<file path="src/rtl/hrd_pkg.sv">
// Shared types, character codes and helpers of the hex record decoder.
`timescale 1ns / 1ps
`default_nettype none
package hrd_pkg;

  localparam logic [7:0] ChColon   = 8'd58;
  localparam logic [7:0] ChNewline = 8'd10;

  localparam logic [1:0] PhStart  = 2'd0;
  localparam logic [1:0] PhRecord = 2'd1;
  localparam logic [1:0] PhSkip   = 2'd2;
  localparam logic [1:0] PhStop   = 2'd3;

  localparam logic [8:0] PosLength   = 9'd0;
  localparam logic [8:0] PosAddrHigh = 9'd1;
  localparam logic [8:0] PosAddrLow  = 9'd2;
  localparam logic [8:0] PosType     = 9'd3;
  localparam logic [8:0] PosData     = 9'd4;

  localparam logic [7:0] RecData = 8'd0;
  localparam logic [7:0] RecEof  = 8'd1;

  typedef enum logic [1:0] {
    KIND_DATA  = 2'd0,
    KIND_EOF   = 2'd1,
    KIND_ERROR = 2'd2
  } kind_e;

  typedef struct packed {
    logic [1:0]  phase;
    logic        nibble_pending;
    logic [3:0]  high_nibble;
    logic [8:0]  byte_position;
    logic [7:0]  record_length;
    logic [15:0] record_address;
    logic [7:0]  record_type;
  } state_t;

  typedef struct packed {
    logic        valid;
    kind_e       kind;
    logic [16:0] byte_address;
    logic [7:0]  data_byte;
  } result_t;

  function automatic logic [3:0] nibble_of(input logic [7:0] c);
    logic [3:0] n;
    n = 4'd0;
    if (c >= 8'd48 && c <= 8'd57) begin
      n = 4'(c - 8'd48);
    end else if (c >= 8'd65 && c <= 8'd70) begin
      n = 4'(c - 8'd55);
    end else if (c >= 8'd97 && c <= 8'd102) begin
      n = 4'(c - 8'd87);
    end
    return n;
  endfunction

endpackage
`default_nettype wire

</file>
<file path="src/rtl/hrd_step.sv">
// Next-state and result logic for one character of the hex record decoder.
`timescale 1ns / 1ps
`default_nettype none
module hrd_step (
  input  wire hrd_pkg::state_t  state_i,
  input  wire logic [7:0]       char_i,
  output hrd_pkg::state_t       state_o,
  output hrd_pkg::result_t      res_o
);

  logic [7:0]  value;
  logic [8:0]  data_end;
  logic [8:0]  data_index;
  logic [16:0] data_addr;

  assign value      = {state_i.high_nibble, hrd_pkg::nibble_of(char_i)};
  assign data_end   = {1'b0, state_i.record_length} + hrd_pkg::PosData;
  assign data_index = state_i.byte_position - hrd_pkg::PosData;
  assign data_addr  = {1'b0, state_i.record_address} + {8'd0, data_index};

  always_comb begin
    state_o = state_i;
    res_o   = '{valid: 1'b0, kind: hrd_pkg::KIND_DATA, byte_address: '0, data_byte: '0};
    priority if (state_i.phase == hrd_pkg::PhStop) begin
      state_o = state_i;
    end else if (state_i.phase == hrd_pkg::PhStart) begin
      if (char_i == hrd_pkg::ChColon) begin
        state_o       = '0;
        state_o.phase = hrd_pkg::PhRecord;
      end else begin
        state_o.phase = hrd_pkg::PhStop;
        res_o.valid   = 1'b1;
        res_o.kind    = hrd_pkg::KIND_ERROR;
      end
    end else if (char_i == hrd_pkg::ChNewline) begin
      state_o.phase          = hrd_pkg::PhStart;
      state_o.nibble_pending = 1'b0;
    end else if (state_i.phase == hrd_pkg::PhSkip) begin
      state_o = state_i;
    end else if (!state_i.nibble_pending) begin
      state_o.high_nibble    = hrd_pkg::nibble_of(char_i);
      state_o.nibble_pending = 1'b1;
    end else begin
      state_o.nibble_pending = 1'b0;
      state_o.byte_position  = state_i.byte_position + 9'd1;
      priority if (state_i.byte_position == hrd_pkg::PosLength) begin
        state_o.record_length = value;
      end else if (state_i.byte_position == hrd_pkg::PosAddrHigh) begin
        state_o.record_address = {value, 8'd0};
      end else if (state_i.byte_position == hrd_pkg::PosAddrLow) begin
        state_o.record_address = {state_i.record_address[15:8], value};
      end else if (state_i.byte_position == hrd_pkg::PosType) begin
        state_o.record_type = value;
        if (value == hrd_pkg::RecEof) begin
          state_o.phase = hrd_pkg::PhStop;
          res_o.valid   = 1'b1;
          res_o.kind    = hrd_pkg::KIND_EOF;
        end
      end else if (state_i.byte_position < data_end) begin
        if (state_i.record_type == hrd_pkg::RecData) begin
          res_o.valid        = 1'b1;
          res_o.kind         = hrd_pkg::KIND_DATA;
          res_o.byte_address = data_addr;
          res_o.data_byte    = value;
        end
      end else begin
        state_o.phase = hrd_pkg::PhSkip;
      end
    end
  end

endmodule
`default_nettype wire

</file>
<file path="src/rtl/hex_record_stream_decoder.sv">
// Top level of the hex record decoder: input register, decode state, result register.
// A result is registered: input register, then decode step, then result register.
// Throughput: one character per cycle unless a result waits on the master side.
// Decode state updates once per character; it and the input hold while a result waits.
// Reset clears the decode state to awaiting start of line and empties both registers.
`timescale 1ns / 1ps
`default_nettype none
module hex_record_stream_decoder (
  input  wire logic        clk_i,
  input  wire logic        rst_ni,
  input  wire logic        s_axis_tvalid,
  output logic             s_axis_tready,
  input  wire logic [7:0]  s_axis_tdata,   // [7:0] char_in
  output logic             m_axis_tvalid,
  input  wire logic        m_axis_tready,
  output logic [31:0]      m_axis_tdata,   // [16:0] byte_address, [24:17] data_byte, zero
  output logic [1:0]       m_axis_tuser    // [1:0] kind
);

  logic             in_valid_q;
  logic [7:0]       in_char_q;
  logic             advance;
  hrd_pkg::state_t  state_q;
  hrd_pkg::state_t  state_d;
  hrd_pkg::result_t res;
  logic             out_valid_q;
  logic             out_valid_d;
  hrd_pkg::kind_e   out_kind_q;
  logic [16:0]      out_addr_q;
  logic [7:0]       out_data_q;

  assign advance       = in_valid_q && (!out_valid_q || m_axis_tready);
  assign s_axis_tready = !in_valid_q || advance;

  hrd_step u_step (
    .state_i(state_q),
    .char_i (in_char_q),
    .state_o(state_d),
    .res_o  (res)
  );

  always_comb begin
    out_valid_d = out_valid_q && !m_axis_tready;
    if (advance) begin
      out_valid_d = res.valid;
    end
  end

  always_ff @(posedge clk_i or negedge rst_ni) begin
    if (!rst_ni) begin
      in_valid_q  <= 1'b0;
      out_valid_q <= 1'b0;
      state_q     <= '0;
    end else begin
      out_valid_q <= out_valid_d;
      if (s_axis_tready) begin
        in_valid_q <= s_axis_tvalid;
      end
      if (advance) begin
        state_q <= state_d;
      end
    end
  end

  always_ff @(posedge clk_i) begin
    if (s_axis_tvalid && s_axis_tready) begin
      in_char_q <= s_axis_tdata;
    end
    if (advance && res.valid) begin
      out_kind_q <= res.kind;
      out_addr_q <= res.byte_address;
      out_data_q <= res.data_byte;
    end
  end

  assign m_axis_tvalid = out_valid_q;
  assign m_axis_tdata  = {7'd0, out_data_q, out_addr_q};
  assign m_axis_tuser  = out_kind_q;

endmodule
`default_nettype wire
</file>
<file path="config.mk">
export PLATFORM = sky130hd
export DESIGN_NAME = hex_record_stream_decoder
export DESIGN_NICKNAME = d
export VERILOG_FILES = /design/src/rtl/hrd_pkg.sv /design/src/rtl/hrd_step.sv /design/src/rtl/hex_record_stream_decoder.sv
export SDC_FILE = /design/constraint.sdc
export NUM_CORES = 1
export LEC_CHECK = 0
export ABC_AREA = 1
export BUFFER_PORTS_ARGS = -buffer_cell sky130_fd_sc_hd__buf_4
export CAP_MARGIN = 15
export CELL_PAD_IN_SITES_DETAIL_PLACEMENT = 2
export CELL_PAD_IN_SITES_GLOBAL_PLACEMENT = 2
export CORE_UTILIZATION = 32
export CTS_CLUSTER_SIZE = 10
export DETAILED_ROUTE_END_ITERATION = 10
export PLACE_DENSITY_LB_ADDON = 0.1
export SYNTH_ARGS = -nofsm -noshare
export SYNTH_HDL_FRONTEND = slang
export SYNTH_HIERARCHICAL = 1
export SYNTH_SLANG_ARGS = --single-unit
</file>
<file path="constraint.sdc">
create_clock -name clk_i -period 3.7 [get_ports clk_i]
set_input_delay 0.185 -clock clk_i [delete_from_list [all_inputs] [get_ports clk_i]]
set_output_delay 0.185 -clock clk_i [all_outputs]
set_load 0.02 [all_outputs]
</file>
## After elaboration in Yosys (flattened, before gate mapping)

Cells that the tools add are included.

| cells by class | value |
|---|---|
| add/sub/neg operators | 7 |
| order comparisons | 7 |
| equal/unequal tests | 21 |
| mux-type cells | 42 |
| bitwise operators | 4 |
| reduce and logical (&&, ||, !) cells | 30 |

Operator list:

| kind | number |
|---|---|
| $mux W28 | 9 |
| $mux W48 | 2 |
| $mux W25 | 2 |
| $mux W46 | 1 |
| $mux W45 | 1 |
| $mux W41 | 1 |
| $mux W8 | 5 |
| $mux W24 | 1 |
| $eq A9 B2 Y1 const B | 2 |
| $add A16 B9 Y17 | 1 |
| $ge A8 B7 Y1 const B | 2 |
| $le A8 B7 Y1 const B | 2 |
| $mux W16 | 1 |
| $mux W2 | 8 |
| $mux W4 | 4 |
| $reduce_and A8 Y1 | 2 |
| $mux W3 | 5 |
| $ne A2 B1 Y1 const B | 6 |
| $ne A3 B1 Y1 const B | 4 |
| $reduce_and A6 Y1 | 2 |
| $reduce_or A11 Y1 | 1 |
| $reduce_and A10 Y1 | 1 |
| $add A8 B3 Y9 const B | 1 |
| $add A9 B1 Y9 const B | 1 |
| other kinds (27) | 46 |

| storage, ports and cells | value |
|---|---|
| register bits | 85 |
| input bits | 12 |
| output and inout bits | 36 |
| word-level logic and storage cells | 125 |

## Logic depth before layout (Yosys ltp)

Gate-level depths: netlist of the first run.

| depth | value |
|---|---|
| depth in word-level cells | 17 |
| depth in mapped cells | 16 |
| mapped depth without buffers | 16 |

## Modules after synthesis

Netlist of the first run, hierarchy kept.

Modules (own cells, without submodules):

| module | times used | cells an instance | area an instance (um^2) | seq. area each (um^2) |
|---|---|---|---|---|
| hex_record_stream_decoder | 1 | 264 | 3108.0 | 2302.2 |
| hrd_step | 1 | 535 | 2761.4 | 0.0 |

## Worst setup path before layout of the first run

Ideal clock, no wire load.

| path | value |
|---|---|
| path type | register to register |
| from | register state_q[26] (netlist name) |
| to | register out_kind_q[0] (netlist: m_axis_tuser[0]), enable pin |
| setup time | 0.411 ns |
| arrival | 3.239 ns |
| data required time | 3.289 ns |
| path slack | 0.050 ns |
| stages on the path, launching flop included | 15 |
| path buffers | 1 |
| period minus slack after synthesis | 3.650 ns |
| cell sequence | dfrtp_1 > ha_1 > nand2_1 > nor2_1 > xor2_1 > ha_1 > a21oi_1 > o21a_1 > nand3_1 > nor2_1 > nand2_2 > buf_6 > nand3_1 > inv_1 > nor2_1 |

RTL lines:

| element | line | text |
|---|---|---|
| start, declared | hex_record_stream_decoder.sv:23 | `hrd_pkg::state_t state_q;` |
| start signal, assigned | hex_record_stream_decoder.sv:60 | `state_q <= state_d;` |
| end signal, assigned | hex_record_stream_decoder.sv:70 | `out_kind_q <= res.kind;` |
| end, declared | hex_record_stream_decoder.sv:28 | `hrd_pkg::kind_e out_kind_q;` |

==> implementation parameters, run 1 <==
Parameter                              Value

Die
  Effective utilization at floorplan    32.7%
  Floorplan die height    roughly 140 um
  Number of placement rows    49
  Std-Cell Core Area    around 18000 um^2
  Horizontal die dimension    around 140 um
  Die area    between 15000 and 20000 um^2
  Number of primary I/O pins    48

Power
  Net switching component of the power    around 2700 uW
  Clk pwr share    17.0%
  PD cells    roughly 810 nW/um^2
  Comb pwr share    55.2%
  VDD IR-drop max    0.278 mV
  Design internal power    ~2700 uW
  Sequential power share    roughly 28%
  Switching part of the total    50.0%
  Static leakage    between 0.003 and 0.004 uW

Critical path
  Kind of end point of the critical path    flop
  Setup crit start kind    flop
  Arrival time at the worst endpoint    approximately 3200 ps
  Largest driver fanout on the critical path    27
  Critical path required time    about 3700 ps
  Category of the critical setup timing path    reg2reg

Clock network
  H-tree depth reported by CTS    3
  Post-CTS setup repair buffer count    0
  Clock transition at path regs    about 70 ps
  Clock tree from TritonCTS    done
  Clock Path Buffers    2
  Cts hold-fix bufs    9
  CTS Root Cell    sky130_fd_sc_hd__clkbuf_16
  Post-cts repair resize count    0
  TritonCTS Sinks    85
  Clk Latency, worst-skew pair    ~360 ps
  Inserted Clock Buffers    9

Global routing
  Wire length of the first global-routing pass    between 30 and 40 mm
  Vias in the first global route    6149
  Pin count of the biggest net entering global routing    just over 50
  Total Routing Usage GR    24.2%
  Residual overflow from global routing    0
  Initial antenna violation count    0

Run status
  Outcome    finished, final reports clean

Finish
  Layout Area Growth over Synthesis    15.6%
  Layout cells sized above 1    10.9%
  Layout Nets    roughly 900
  Inserted Diodes    0

Logic synthesis
  Synthesized area    roughly 5900 um^2
  Count of cell types in the netlist    38
  Register bit total from synthesis    85
  Cell count after synthesis    between 700 and 800
  Synth area leaders    sky130_fd_sc_hd__dfrtp_1 (21%), sky130_fd_sc_hd__edfxtp_1 (18%), sky130_fd_sc_hd__nand2_1 (15%)
  Fraction of post-synthesis cell area in the top cell type by area    a little over a fifth
  Cell taking the most area after synthesis    sky130_fd_sc_hd__dfrtp_1
  Sequential fraction of the synthesis area    39.2%
  Number of warning messages in the yosys log    6
  Post-synthesis area per instance    7.35 um^2

STA
  Minimum clock period after layout    roughly 3100 ps
  Slew @ Worst Pin    824 ps
  Setup slack after layout    roughly 570 ps
  Peak Freq    roughly 0.32 GHz
  Worst rel slew slack    between 40 and 50%
  Number of max-slew violations in the final report    0
  Final worst path period share    84.6%
  Worst clock skew    10.5 ps
  Final total negative setup slack    0 ps
  Setup repair after global routing missed its margin    no
  Number of hold violations in the final report    0
  Number of setup violations in the final report    0

Route
  DR WL/cell    between 15 and 20 um
  Number of detailed-routing iterations run before antenna repair    4
  Total wirelength of the detailed-routed design    roughly 21 mm
  Post-route antenna net violation count    0
  Number of remaining DRC errors    0
  Violation count after the first detailed-routing iteration    220
  Vias    5631
  Via-to-Cell Ratio    about 5.2

Place
  Final Wtd Congestion    ~0.85
  Count of buffers inserted at the top-level ports    40
  Setup slack at placement    588 ps
  Hpwl dp    15.9 mm

Flow run
  Maximum Capacitance Violations    0

Hold path
  Class of the tightest hold or removal check    in2reg
[Yosys cell counts, drive strengths merged]
cell      n
o31ai     4
o21a      2
o21ai    31
a21o      1
nor3     11
nand3b    2
o211ai    4
o21bai    1
dfrtp    50
xnor2     2
ha       31
nand4     6
nor3b     3
buf      26
a22oi     2
a21oi    23
nand2   239
conb      1
inv     102
nor4      2
a21boi    1
clkbuf    4
nand3   104
xor2     13
nor2     79
edfxtp   35
fa        1
o22ai    19
[kinds of logic (layout without fill, tap and decap cells)]
logic type	Yosys count	count (layout)	share of synthesized area (%)
compound gates	88	88	8.55
xor+xnor	15	15	2.24
fa+ha+maj	32	32	6.95
buf+inv	132	182	9.78
flops	85	85	39.2
other cells	1	7	0.0639
simple gates	446	446	33.2
[routing by layer]
metal / vias up / global-route usage (%) / wire length [um]
met4: 0 / 7.81 / 351
met3: 23 / 2.24 / 561
met2: 72 / 44.6 / 11300
met1: 2843 / 29.1 / 9260
met5: - / 0 / 0
li1: 2693 / - / -
[area by class of cell]
cell class              count  area (um^2)
inverters                 102          383
multi-input cells         588         3020
flip-flops and latches     85         2300
repair buffers             64          503
fillers                  2093        11200
clock inverters             6         62.6
clock buffers              10          229
well taps                 229          287
[final timing paths]
path,to,cells past startpoint,slack (ps),start
worst max-delay path,m_axis_tuser[0]$_DFFE_PP_,14,570,state_q[26]$_DFFE_PN0P_
worst min-delay path,in_valid_q$_DFFE_PN0P_,3,110,s_axis_tvalid
worst max register to register,m_axis_tuser[0]$_DFFE_PP_,14,570,state_q[26]$_DFFE_PN0P_
max in group asynchronous,state_q[32]$_DFFE_PN0P_,2,2800,rst_ni
worst min register to register,state_q[25]$_DFFE_PN0P_,2,470,state_q[25]$_DFFE_PN0P_
min in group asynchronous,state_q[23]$_DFFE_PN0P_,2,410,rst_ni
[power groups by stage]
stage | Sequential [uW] | Clock, uW | Combinational [uW]
after floorplan | 1570 | 0 | 1910
after global placement | 1530 | 0 | 2900
after detailed placement | 1550 | 0 | 3020
after CTS | 1540 | 955 | 3060
after global routing | 1570 | 984 | 3360
final | 1530 | 936 | 3030
[critical path: stages (launching register included)]
cell and delay, ps:
sky130_fd_sc_hd__dfrtp_1 430, sky130_fd_sc_hd__ha_1 210, sky130_fd_sc_hd__nand2_1 60, sky130_fd_sc_hd__nor2_1 180, sky130_fd_sc_hd__xor2_1 190, sky130_fd_sc_hd__ha_1 270
sky130_fd_sc_hd__a21oi_1 150, sky130_fd_sc_hd__o21a_1 120, sky130_fd_sc_hd__nand3_1 110, sky130_fd_sc_hd__nor2_1 310, sky130_fd_sc_hd__nand2_2 100, sky130_fd_sc_hd__nand3_1 110
sky130_fd_sc_hd__inv_1 70, sky130_fd_sc_hd__nor2_2 100, sky130_fd_sc_hd__buf_4 350
[through the flow]
stage | hold slack, ps | instance area [um^2] | utilization, % | instances | total power (uW)
2_1_floorplan | -111 | 5890 | - | 805 | 3490
3_3_place_gp | 277 | 6400 | 35.6 | 1059 | 4430
3_5_place_dp | 291 | 6400 | 35.6 | 1059 | 4570
4_1_cts | 111 | 6780 | 37.8 | 1084 | 5550
5_1_grt | 148 | 6780 | 37.8 | 1084 | 5910
6_report | 112 | 6780 | 37.8 | 1084 | 5500
[cells in the final DEF, fill, tap and decap left out, types with 4 or more instances in the layout]
master / n
sky130_fd_sc_hd__buf_4: 55
sky130_fd_sc_hd__nand2_1: 233
sky130_fd_sc_hd__o211ai_1: 4
sky130_fd_sc_hd__xor2_1: 13
sky130_fd_sc_hd__ha_1: 31
sky130_fd_sc_hd__a21oi_1: 23
sky130_fd_sc_hd__o22ai_1: 19
sky130_fd_sc_hd__nand2_2: 5
sky130_fd_sc_hd__o31ai_1: 4
sky130_fd_sc_hd__nor2_1: 70
sky130_fd_sc_hd__nand3_1: 103
sky130_fd_sc_hd__dfrtp_1: 50
sky130_fd_sc_hd__conb_1: 7
sky130_fd_sc_hd__inv_2: 4
sky130_fd_sc_hd__nor3_1: 7
sky130_fd_sc_hd__inv_1: 98
sky130_fd_sc_hd__edfxtp_1: 35
sky130_fd_sc_hd__nor2_2: 5
sky130_fd_sc_hd__nor2_4: 4
sky130_fd_sc_hd__dlygate4sd3_1: 9
sky130_fd_sc_hd__nand4_1: 6
sky130_fd_sc_hd__o21ai_0: 31
sky130_fd_sc_hd__clkbuf_16: 9
[registers in the layout (all words and copies together) (netlist names)]
signal         cells
out_data_q         8
in_valid_q         1
in_char_q          8
out_addr_q        17
m_axis_tvalid      1
m_axis_tuser       2
state_q           48
No activity file was read; power rests on OpenSTA's default activity.
==> run 2, diff against run 1 <==
Settings changed: CORE_UTILIZATION 32 to 35.
Clock period 3.7 ns to 2.9 ns, I/O delays scaled along.
==> run 2 against run 1 <==
Maximum frequency grew 16%. Routed wire length grew 2.8%. Highest routed layer unchanged. Sequential power grew 28%. Setup slack lost 360 ps. Global-route usage grew 2.5 points. Sequential share of layout area shrank 0.44 points. Register-to-register slack lost 360 ps. Die area shrank 8.5%. Critical endpoint is now out_addr_q[12]$_DFFE_PP_. Final cell count shrank 0.28%. Largest cell class unchanged.
==> implementation parameters, run 2 (synthesized netlist as in run 1, its figures left out) <==
Parameter                              Value

Finish
  Finished Core Util    42.7% (+4.9 points)
  Register with the most flip-flops    state_q
  Filler cell count in the final layout    1925 (-8.0%)
  Layout Area Growth over Synthesis    17.2%
  Biggest registers after layout    state_q (48), out_addr_q (17)
  Max FFs per register    48 (unchanged)
  Layout Nets    904 (+1.1%)
  Most common cell after layout, fill and taps aside    sky130_fd_sc_hd__nand2_1
  Inserted Diodes    0 (unchanged)
  Top library cells by usage in the layout, fill and taps aside    sky130_fd_sc_hd__nand2_1 (233), sky130_fd_sc_hd__nand3_1 (103), sky130_fd_sc_hd__inv_1 (96)
  Layout cells sized above 1    12.8% (+2.0 points)

Route
  Number of remaining DRC errors    0 (unchanged)
  Post-route antenna net violation count    0 (unchanged)
  Number of detailed-routing iterations run before antenna repair    4 (unchanged)
  Vias    5799 (+3.0%)
  DR WL/cell    20.4 um (+3.1%)
  Via-to-Cell Ratio    5.36 (+3.3%)
  Violation count after the first detailed-routing iteration    219 (-0.45%)
  Total wirelength of the detailed-routed design    22.1 mm (+2.8%)

Power
  Clk pwr share    16.9% (about the same)
  Design internal power    3650 uW (+33%)
  PD cells    1060 nW/um^2 (+31%)
  Switching part of the total    50.0% (about the same)
  VDD IR-drop max    0.462 mV (+66%)
  Comb pwr share    56.3% (+1.1 points)
  Net switching component of the power    3650 uW (+33%)
  Static leakage    0.00341 uW (+2.0%)
  Sequential power share    26.9% (-0.9 points)

STA
  Number of max-slew violations in the final report    0 (unchanged)
  Setup repair after global routing missed its margin    no
  Minimum clock period after layout    2690 ps (-440 ps)
  Peak Freq    0.372 GHz (+16%)
  Worst clock skew    9.02 ps (-1.52 ps)
  Final worst path period share    92.8% (+8.2 points)
  Number of hold violations in the final report    0 (unchanged)
  Worst rel slew slack    51.7% (+6.6 points)
  Final total negative setup slack    0 ps (unchanged)
  Slew @ Worst Pin    725 ps (-98.6 ps)
  Number of setup violations in the final report    0 (unchanged)

Place
  Count of buffers inserted at the top-level ports    40 (unchanged)
  Final Wtd Congestion    0.851 (-0.30%)
  Hpwl dp    16.2 mm (+1.9%)

Critical path
  Cell type group with the largest total delay on the critical path    simple AND/OR/NAND/NOR gates
  Launching instance or port of the critical path    state_q[34]$_DFFE_PN0P_
  Setup crit start kind    flop
  Cell with the biggest individual delay on the critical path    sky130_fd_sc_hd__dfrtp_2
  Path depth of the worst reg2reg path    15 (+1)
  Series of cell instances along the critical path    inv_2, ha_1, nand2_1, nor2_1, xor2_1, ha_1, nand2_1, nor2_2, nand3_1, nand3_1, nand2_1, inv_1, nand2_1, nand3_1, nor2_1
  Largest driver fanout on the critical path    6 (-78%)
  Category of the critical setup timing path    reg2reg
  Kind of end point of the critical path    flop
  Most frequent cell on the critical path    sky130_fd_sc_hd__nand2_1
  Highest cell delay on the worst timing path    450 ps (+20 ps)
  Critical path required time    3010 ps (-710 ps)
  Origin of the critical flop-to-flop path    state_q[34]$_DFFE_PN0P_
  Arrival time at the worst endpoint    2800 ps (-350 ps)
  Worst setup slack for register-to-register paths    210 ps (-360 ps)
  RR Endpoint    out_addr_q[12]$_DFFE_PP_
  Number of buffers and inverters on the critical path    2 (unchanged)

Run status
  Outcome    finished, final reports clean

Clock network
  Clock tree from TritonCTS    done
  Clk Latency, worst-skew pair    360 ps (about the same)
  CTS Root Cell    sky130_fd_sc_hd__clkbuf_16
  TritonCTS Sinks    85 (unchanged)
  Inserted Clock Buffers    9 (unchanged)
  Clock Path Buffers    2 (unchanged)
  H-tree depth reported by CTS    3 (unchanged)
  Clock transition at path regs    70 ps (about the same)

Global routing
  Initial antenna violation count    0 (unchanged)
  Vias in the first global route    6485 (+5.5%)
  Total Routing Usage GR    26.7% (+2.5 points)
  Wire length of the first global-routing pass    35.5 mm (+4.7%)
  GR Layer Usage met1    31.4% (+2.3 points)
  Residual overflow from global routing    0 (unchanged)
  Met3 GRT Util    3.90% (+1.7 points)
  Most utilized layer in the global route result    met2
  Met2 capacity usage during global routing    48.4% (+3.7 points)
  Pin count of the biggest net entering global routing    51 (unchanged)

Die
  Number of placement rows    46 (-6.1%)
  Die area    17300 um^2 (-8.5%)
  Number of primary I/O pins    48 (unchanged)
  Horizontal die dimension    131 um (-4.3%)
  Floorplan die height    131 um (-4.3%)
  Std-Cell Core Area    16100 um^2 (-10%)
  Effective utilization at floorplan    36.4% (+3.7 points)

Flow run
  Maximum Capacitance Violations    0 (unchanged)

Hold path
  Class of the tightest hold or removal check    in2reg
  End point of the worst hold path    in_valid_q$_DFFE_PN0P_
  Start point of the worst hold path    s_axis_tvalid
  Hold Path Depth    3 (unchanged)
[run 2: cell types whose count changed in the layout (fill, tap and decap cells not counted), sizes merged]
| cell | change |
|---|---|
| buf | +10 |
| inv | +3 |
| clkinvlp | -2 |
| clkbuf | -1 |
[run 2: what timing repair did]
item	in CTS	in global routing
setup endpoints to repair	0	5
hold buffers	9	0
buffers inserted	0	2
gates resized for setup	0	6
hold endpoints to repair	58	0
[run 2: metal layers]
layer,wire [um],part of all wire [%]
met1,9340,42
met4,521,2.4
met2,11400,52
met5,0,0
met3,796,3.6
[run 2: how the worst max path moves through the flow]
stage	to	slack [ps]	cells after the start
global placement	out_addr_q[11]$_DFFE_PP_	290	14
detailed placement	out_addr_q[12]$_DFFE_PP_	70	15
floorplan	m_axis_tuser[0]$_DFFE_PP_	50	14
global route	m_axis_tuser[1]$_DFFE_PP_	10	14
CTS	out_addr_q[12]$_DFFE_PP_	60	15
finish	out_addr_q[12]$_DFFE_PP_	210	15
[run 2: power by group through the flow]
stage	logic, uW	registers (uW)	clock network [uW]
after floorplan	2470	2000	0
after global placement	3760	1960	0
after detailed placement	4040	1990	0
after CTS	4090	1970	1260
after global routing	4510	2010	1310
final	4110	1960	1230
[run 2: layout make-up]
| cell class | instances | area (um^2) | share of cell area (%) |
|---|---|---|---|
| clock buffers | 9 | 225 | 3.27 |
| clock inverters | 7 | 78.8 | 1.15 |
| inverters | 102 | 383 | 5.56 |
| multi-input cells | 588 | 3030 | 44.0 |
| flip-flops and latches | 85 | 2300 | 33.5 |
| well taps | 216 | 270 | 3.93 |
| repair buffers | 74 | 591 | 8.58 |
[run 2: worst reg2reg max path: stages, from the launching register on]
cell	delay, ps
sky130_fd_sc_hd__dfrtp_2	450
sky130_fd_sc_hd__inv_2	130
sky130_fd_sc_hd__ha_1	200
sky130_fd_sc_hd__nand2_1	90
sky130_fd_sc_hd__nor2_1	130
sky130_fd_sc_hd__xor2_1	90
sky130_fd_sc_hd__ha_1	360
sky130_fd_sc_hd__nand2_1	120
sky130_fd_sc_hd__nor2_2	130
sky130_fd_sc_hd__nand3_1	90
sky130_fd_sc_hd__nand3_1	130
sky130_fd_sc_hd__nand2_1	60
sky130_fd_sc_hd__inv_1	150
sky130_fd_sc_hd__nand2_1	130
sky130_fd_sc_hd__nand3_1	120
sky130_fd_sc_hd__nor2_1	70
[run 2: stage by stage]
| step | worst slack, ps | hold WS, ps | cells | total power, uW | area [um^2] |
|---|---|---|---|---|---|
| 3_5_place_dp | 70.2 | 256 | 1054 | 6020 | 6470 |
| 6_report | 209 | 68.3 | 1081 | 7300 | 6880 |
| 2_1_floorplan | 51.1 | -151 | 805 | 4470 | 5900 |
| 3_3_place_gp | 294 | 252 | 1054 | 5730 | 6470 |
| 4_1_cts | 59.3 | 83.7 | 1079 | 7310 | 6860 |
| 5_1_grt | 9.76 | 93.6 | 1081 | 7830 | 6880 |
==> run 3, diff against run 2 <==
Settings changed: CORE_UTILIZATION 35 to 38.
Clock period 2.9 ns to 3.2 ns, I/O delays scaled along.
==> run 3 against run 2 <==
Sequential cell count unchanged. Critical path depth down 2. Sequential share of layout area up 0.68 points. Largest cell class unchanged. Clock-buffer cell count did not move. Clock power down 17%. Critical endpoint is now out_data_q[1]$_DFFE_PP_. Register-to-register slack better by 50 ps. Non-clock buffer count fell by 10.
==> implementation parameters, run 3 (synthesized netlist as in run 1, its figures left out) <==
Parameter                              Value

Finish
  Top library cells by usage in the layout, fill and taps aside    sky130_fd_sc_hd__nand2_1 (233), sky130_fd_sc_hd__nand3_1 (103), sky130_fd_sc_hd__inv_1 (98)
  Area of combinational cells with multiple inputs    3030 um^2 (about the same)
  Biggest registers after layout    state_q (48), out_addr_q (17)
  Layout Area Growth over Synthesis    14.8%
  Layout cells sized above 1    11.1% (-1.7 points)
  Layout Nets    894 (-1.1%)
  Filler cell count in the final layout    1797 (-6.6%)
  FF+latch area    2300 um^2 (-0.11%)
  Most common cell after layout, fill and taps aside    sky130_fd_sc_hd__nand2_1
  Register with the most flip-flops    state_q
  Max FFs per register    48 (unchanged)
  Inserted Diodes    0 (unchanged)

Route
  Total wirelength of the detailed-routed design    21.8 mm (-1.5%)
  Vias    5762 (-0.64%)
  DR WL/cell    20.9 um (+2.1%)
  Violation count after the first detailed-routing iteration    248 (+13%)
  Number of detailed-routing iterations run before antenna repair    4 (unchanged)
  Post-route antenna net violation count    0 (unchanged)
  Number of remaining DRC errors    0 (unchanged)
  Via-to-Cell Ratio    5.52 (+3.0%)

Global routing
  Initial antenna violation count    0 (unchanged)
  Wire length of the first global-routing pass    34.7 mm (-2.1%)
  Vias in the first global route    6303 (-2.8%)
  Pin count of the biggest net entering global routing    51 (unchanged)
  Total Routing Usage GR    28.7% (+2.0 points)
  Residual overflow from global routing    0 (unchanged)

Critical path
  Largest driver fanout on the critical path    27 (+21)
  Number of buffers and inverters on the critical path    3 (+1)
  Series of cell instances along the critical path    inv_1, ha_1, nand3_1, nor2_1, nand2_1, nor2_1, nand3_1, nor2_1, nand3_1, nand3_1, inv_1, nor2_4, buf_12
  Origin of the critical flop-to-flop path    state_q[34]$_DFFE_PN0P_
  Cell type group with the largest total delay on the critical path    simple AND/OR/NAND/NOR gates
  Critical path required time    3260 ps (+250 ps)
  Cell with the biggest individual delay on the critical path    sky130_fd_sc_hd__dfrtp_1
  Launching instance or port of the critical path    state_q[34]$_DFFE_PN0P_
  Kind of end point of the critical path    flop
  Setup crit start kind    flop
  Arrival time at the worst endpoint    3000 ps (+200 ps)
  Highest cell delay on the worst timing path    440 ps (about the same)
  Most frequent cell on the critical path    sky130_fd_sc_hd__nand3_1
  Category of the critical setup timing path    reg2reg

Die
  Number of placement rows    45 (-2.2%)
  Floorplan die height    126 um (-4.0%)
  Effective utilization at floorplan    38.8% (+2.3 points)
  Std-Cell Core Area    15100 um^2 (-6.0%)
  Die area    15900 um^2 (-7.8%)
  Horizontal die dimension    126 um (-4.0%)
  Number of primary I/O pins    48 (unchanged)

Clock network
  CTS Root Cell    sky130_fd_sc_hd__clkbuf_16
  Clock transition at path regs    70 ps (about the same)
  Clk Latency, worst-skew pair    360 ps (about the same)
  Inserted Clock Buffers    9 (unchanged)
  TritonCTS Sinks    85 (unchanged)
  Clock Path Buffers    2 (unchanged)
  Clock tree from TritonCTS    done
  H-tree depth reported by CTS    3 (unchanged)

STA
  Number of setup violations in the final report    0 (unchanged)
  Number of max-slew violations in the final report    0 (unchanged)
  Worst hold slack after final layout    52.8 ps (-15.5 ps)
  Final total negative setup slack    0 ps (unchanged)
  Peak Freq    0.340 GHz (-8.5%)
  Worst clock skew    9.30 ps (+0.277 ps)
  Worst rel slew slack    51.4% (-0.32 points)
  Minimum clock period after layout    2940 ps (+250 ps)
  Slew @ Worst Pin    730 ps (+4.80 ps)
  Number of hold violations in the final report    0 (unchanged)
  Final worst path period share    91.9% (-0.89 points)
  Setup repair after global routing missed its margin    no

Place
  Hpwl dp    15.5 mm (-4.6%)
  Count of buffers inserted at the top-level ports    40 (unchanged)
  Final Wtd Congestion    0.839 (-1.5%)

Flow run
  Maximum Capacitance Violations    0 (unchanged)

Run status
  Outcome    finished, final reports clean

Power
  Static leakage    0.00334 uW (-2.0%)
  Final Power    6370 uW (-13%)
  PD cells    946 nW/um^2 (-11%)
  VDD IR-drop max    0.381 mV (-18%)

Hold path
  Start point of the worst hold path    s_axis_tvalid
  Class of the tightest hold or removal check    in2reg
==> run 3: power breakdown <==
group          internal, uW  total, uW  leakage (uW)  switching, uW
combinational          1120       3560       0.00221           2440
sequential             1480       1790       0.00101            306
clock                   530       1020      0.000130            493
total                  3130       6370       0.00334           3240
==> run 3: routing by layer <==
metal,share of wire (%),GRT usage [%]
met1,42,33.9
met2,52,52.0
met3,2.9,4.84
met4,2.9,10.6
met5,0,0
==> run 3: tightest hold or removal path: cells and delay by family <==
family                 cells  cell delay (ps)
buffers and inverters      1               80
AND/OR/NAND/NOR            2              140
==> run 3: what timing repair did <==
item / in CTS / in global routing
buffers inserted: 0 / 0
resized for setup: 0 / 1
hold buffers: 9 / 0
hold endpoints to repair: 58 / 0
setup endpoints to repair: 0 / 27
==> run 3: worst paths after layout <==
path                            cells past startpoint                       to  slack [ps]
worst max register to register                     13  out_data_q[1]$_DFFE_PP_         260
min in group asynchronous                           2  state_q[19]$_DFFE_PN0P_         390
worst max-delay path                               13  out_data_q[1]$_DFFE_PP_         260
worst min-delay path                                3   in_valid_q$_DFFE_PN0P_          50
max in group asynchronous                           2   state_q[9]$_DFFE_PN0P_        2320
worst min register to register                      2  state_q[25]$_DFFE_PN0P_         480
==> run 3: layout make-up <==
class / count / share of cell area, %
Timing Repair Buffer: 64 / 7.65
Multi-Input combinational cell: 588 / 44.9
Clock inverter: 7 / 0.743
Sequential cell: 85 / 34.2
Inverter: 102 / 5.68
Tap cell: 188 / 3.49
Clock buffer: 9 / 3.34
==> run 3: through the flow <==
stage,setup slack (ps),area [um^2],util (%),std cells
4_1_cts,144,6730,44.5,1043
6_report,259,6740,44.5,1043
5_1_grt,43.0,6740,44.5,1043
2_1_floorplan,269,5900,-,805
3_5_place_dp,212,6370,42.0,1018
3_3_place_gp,388,6370,42.0,1018
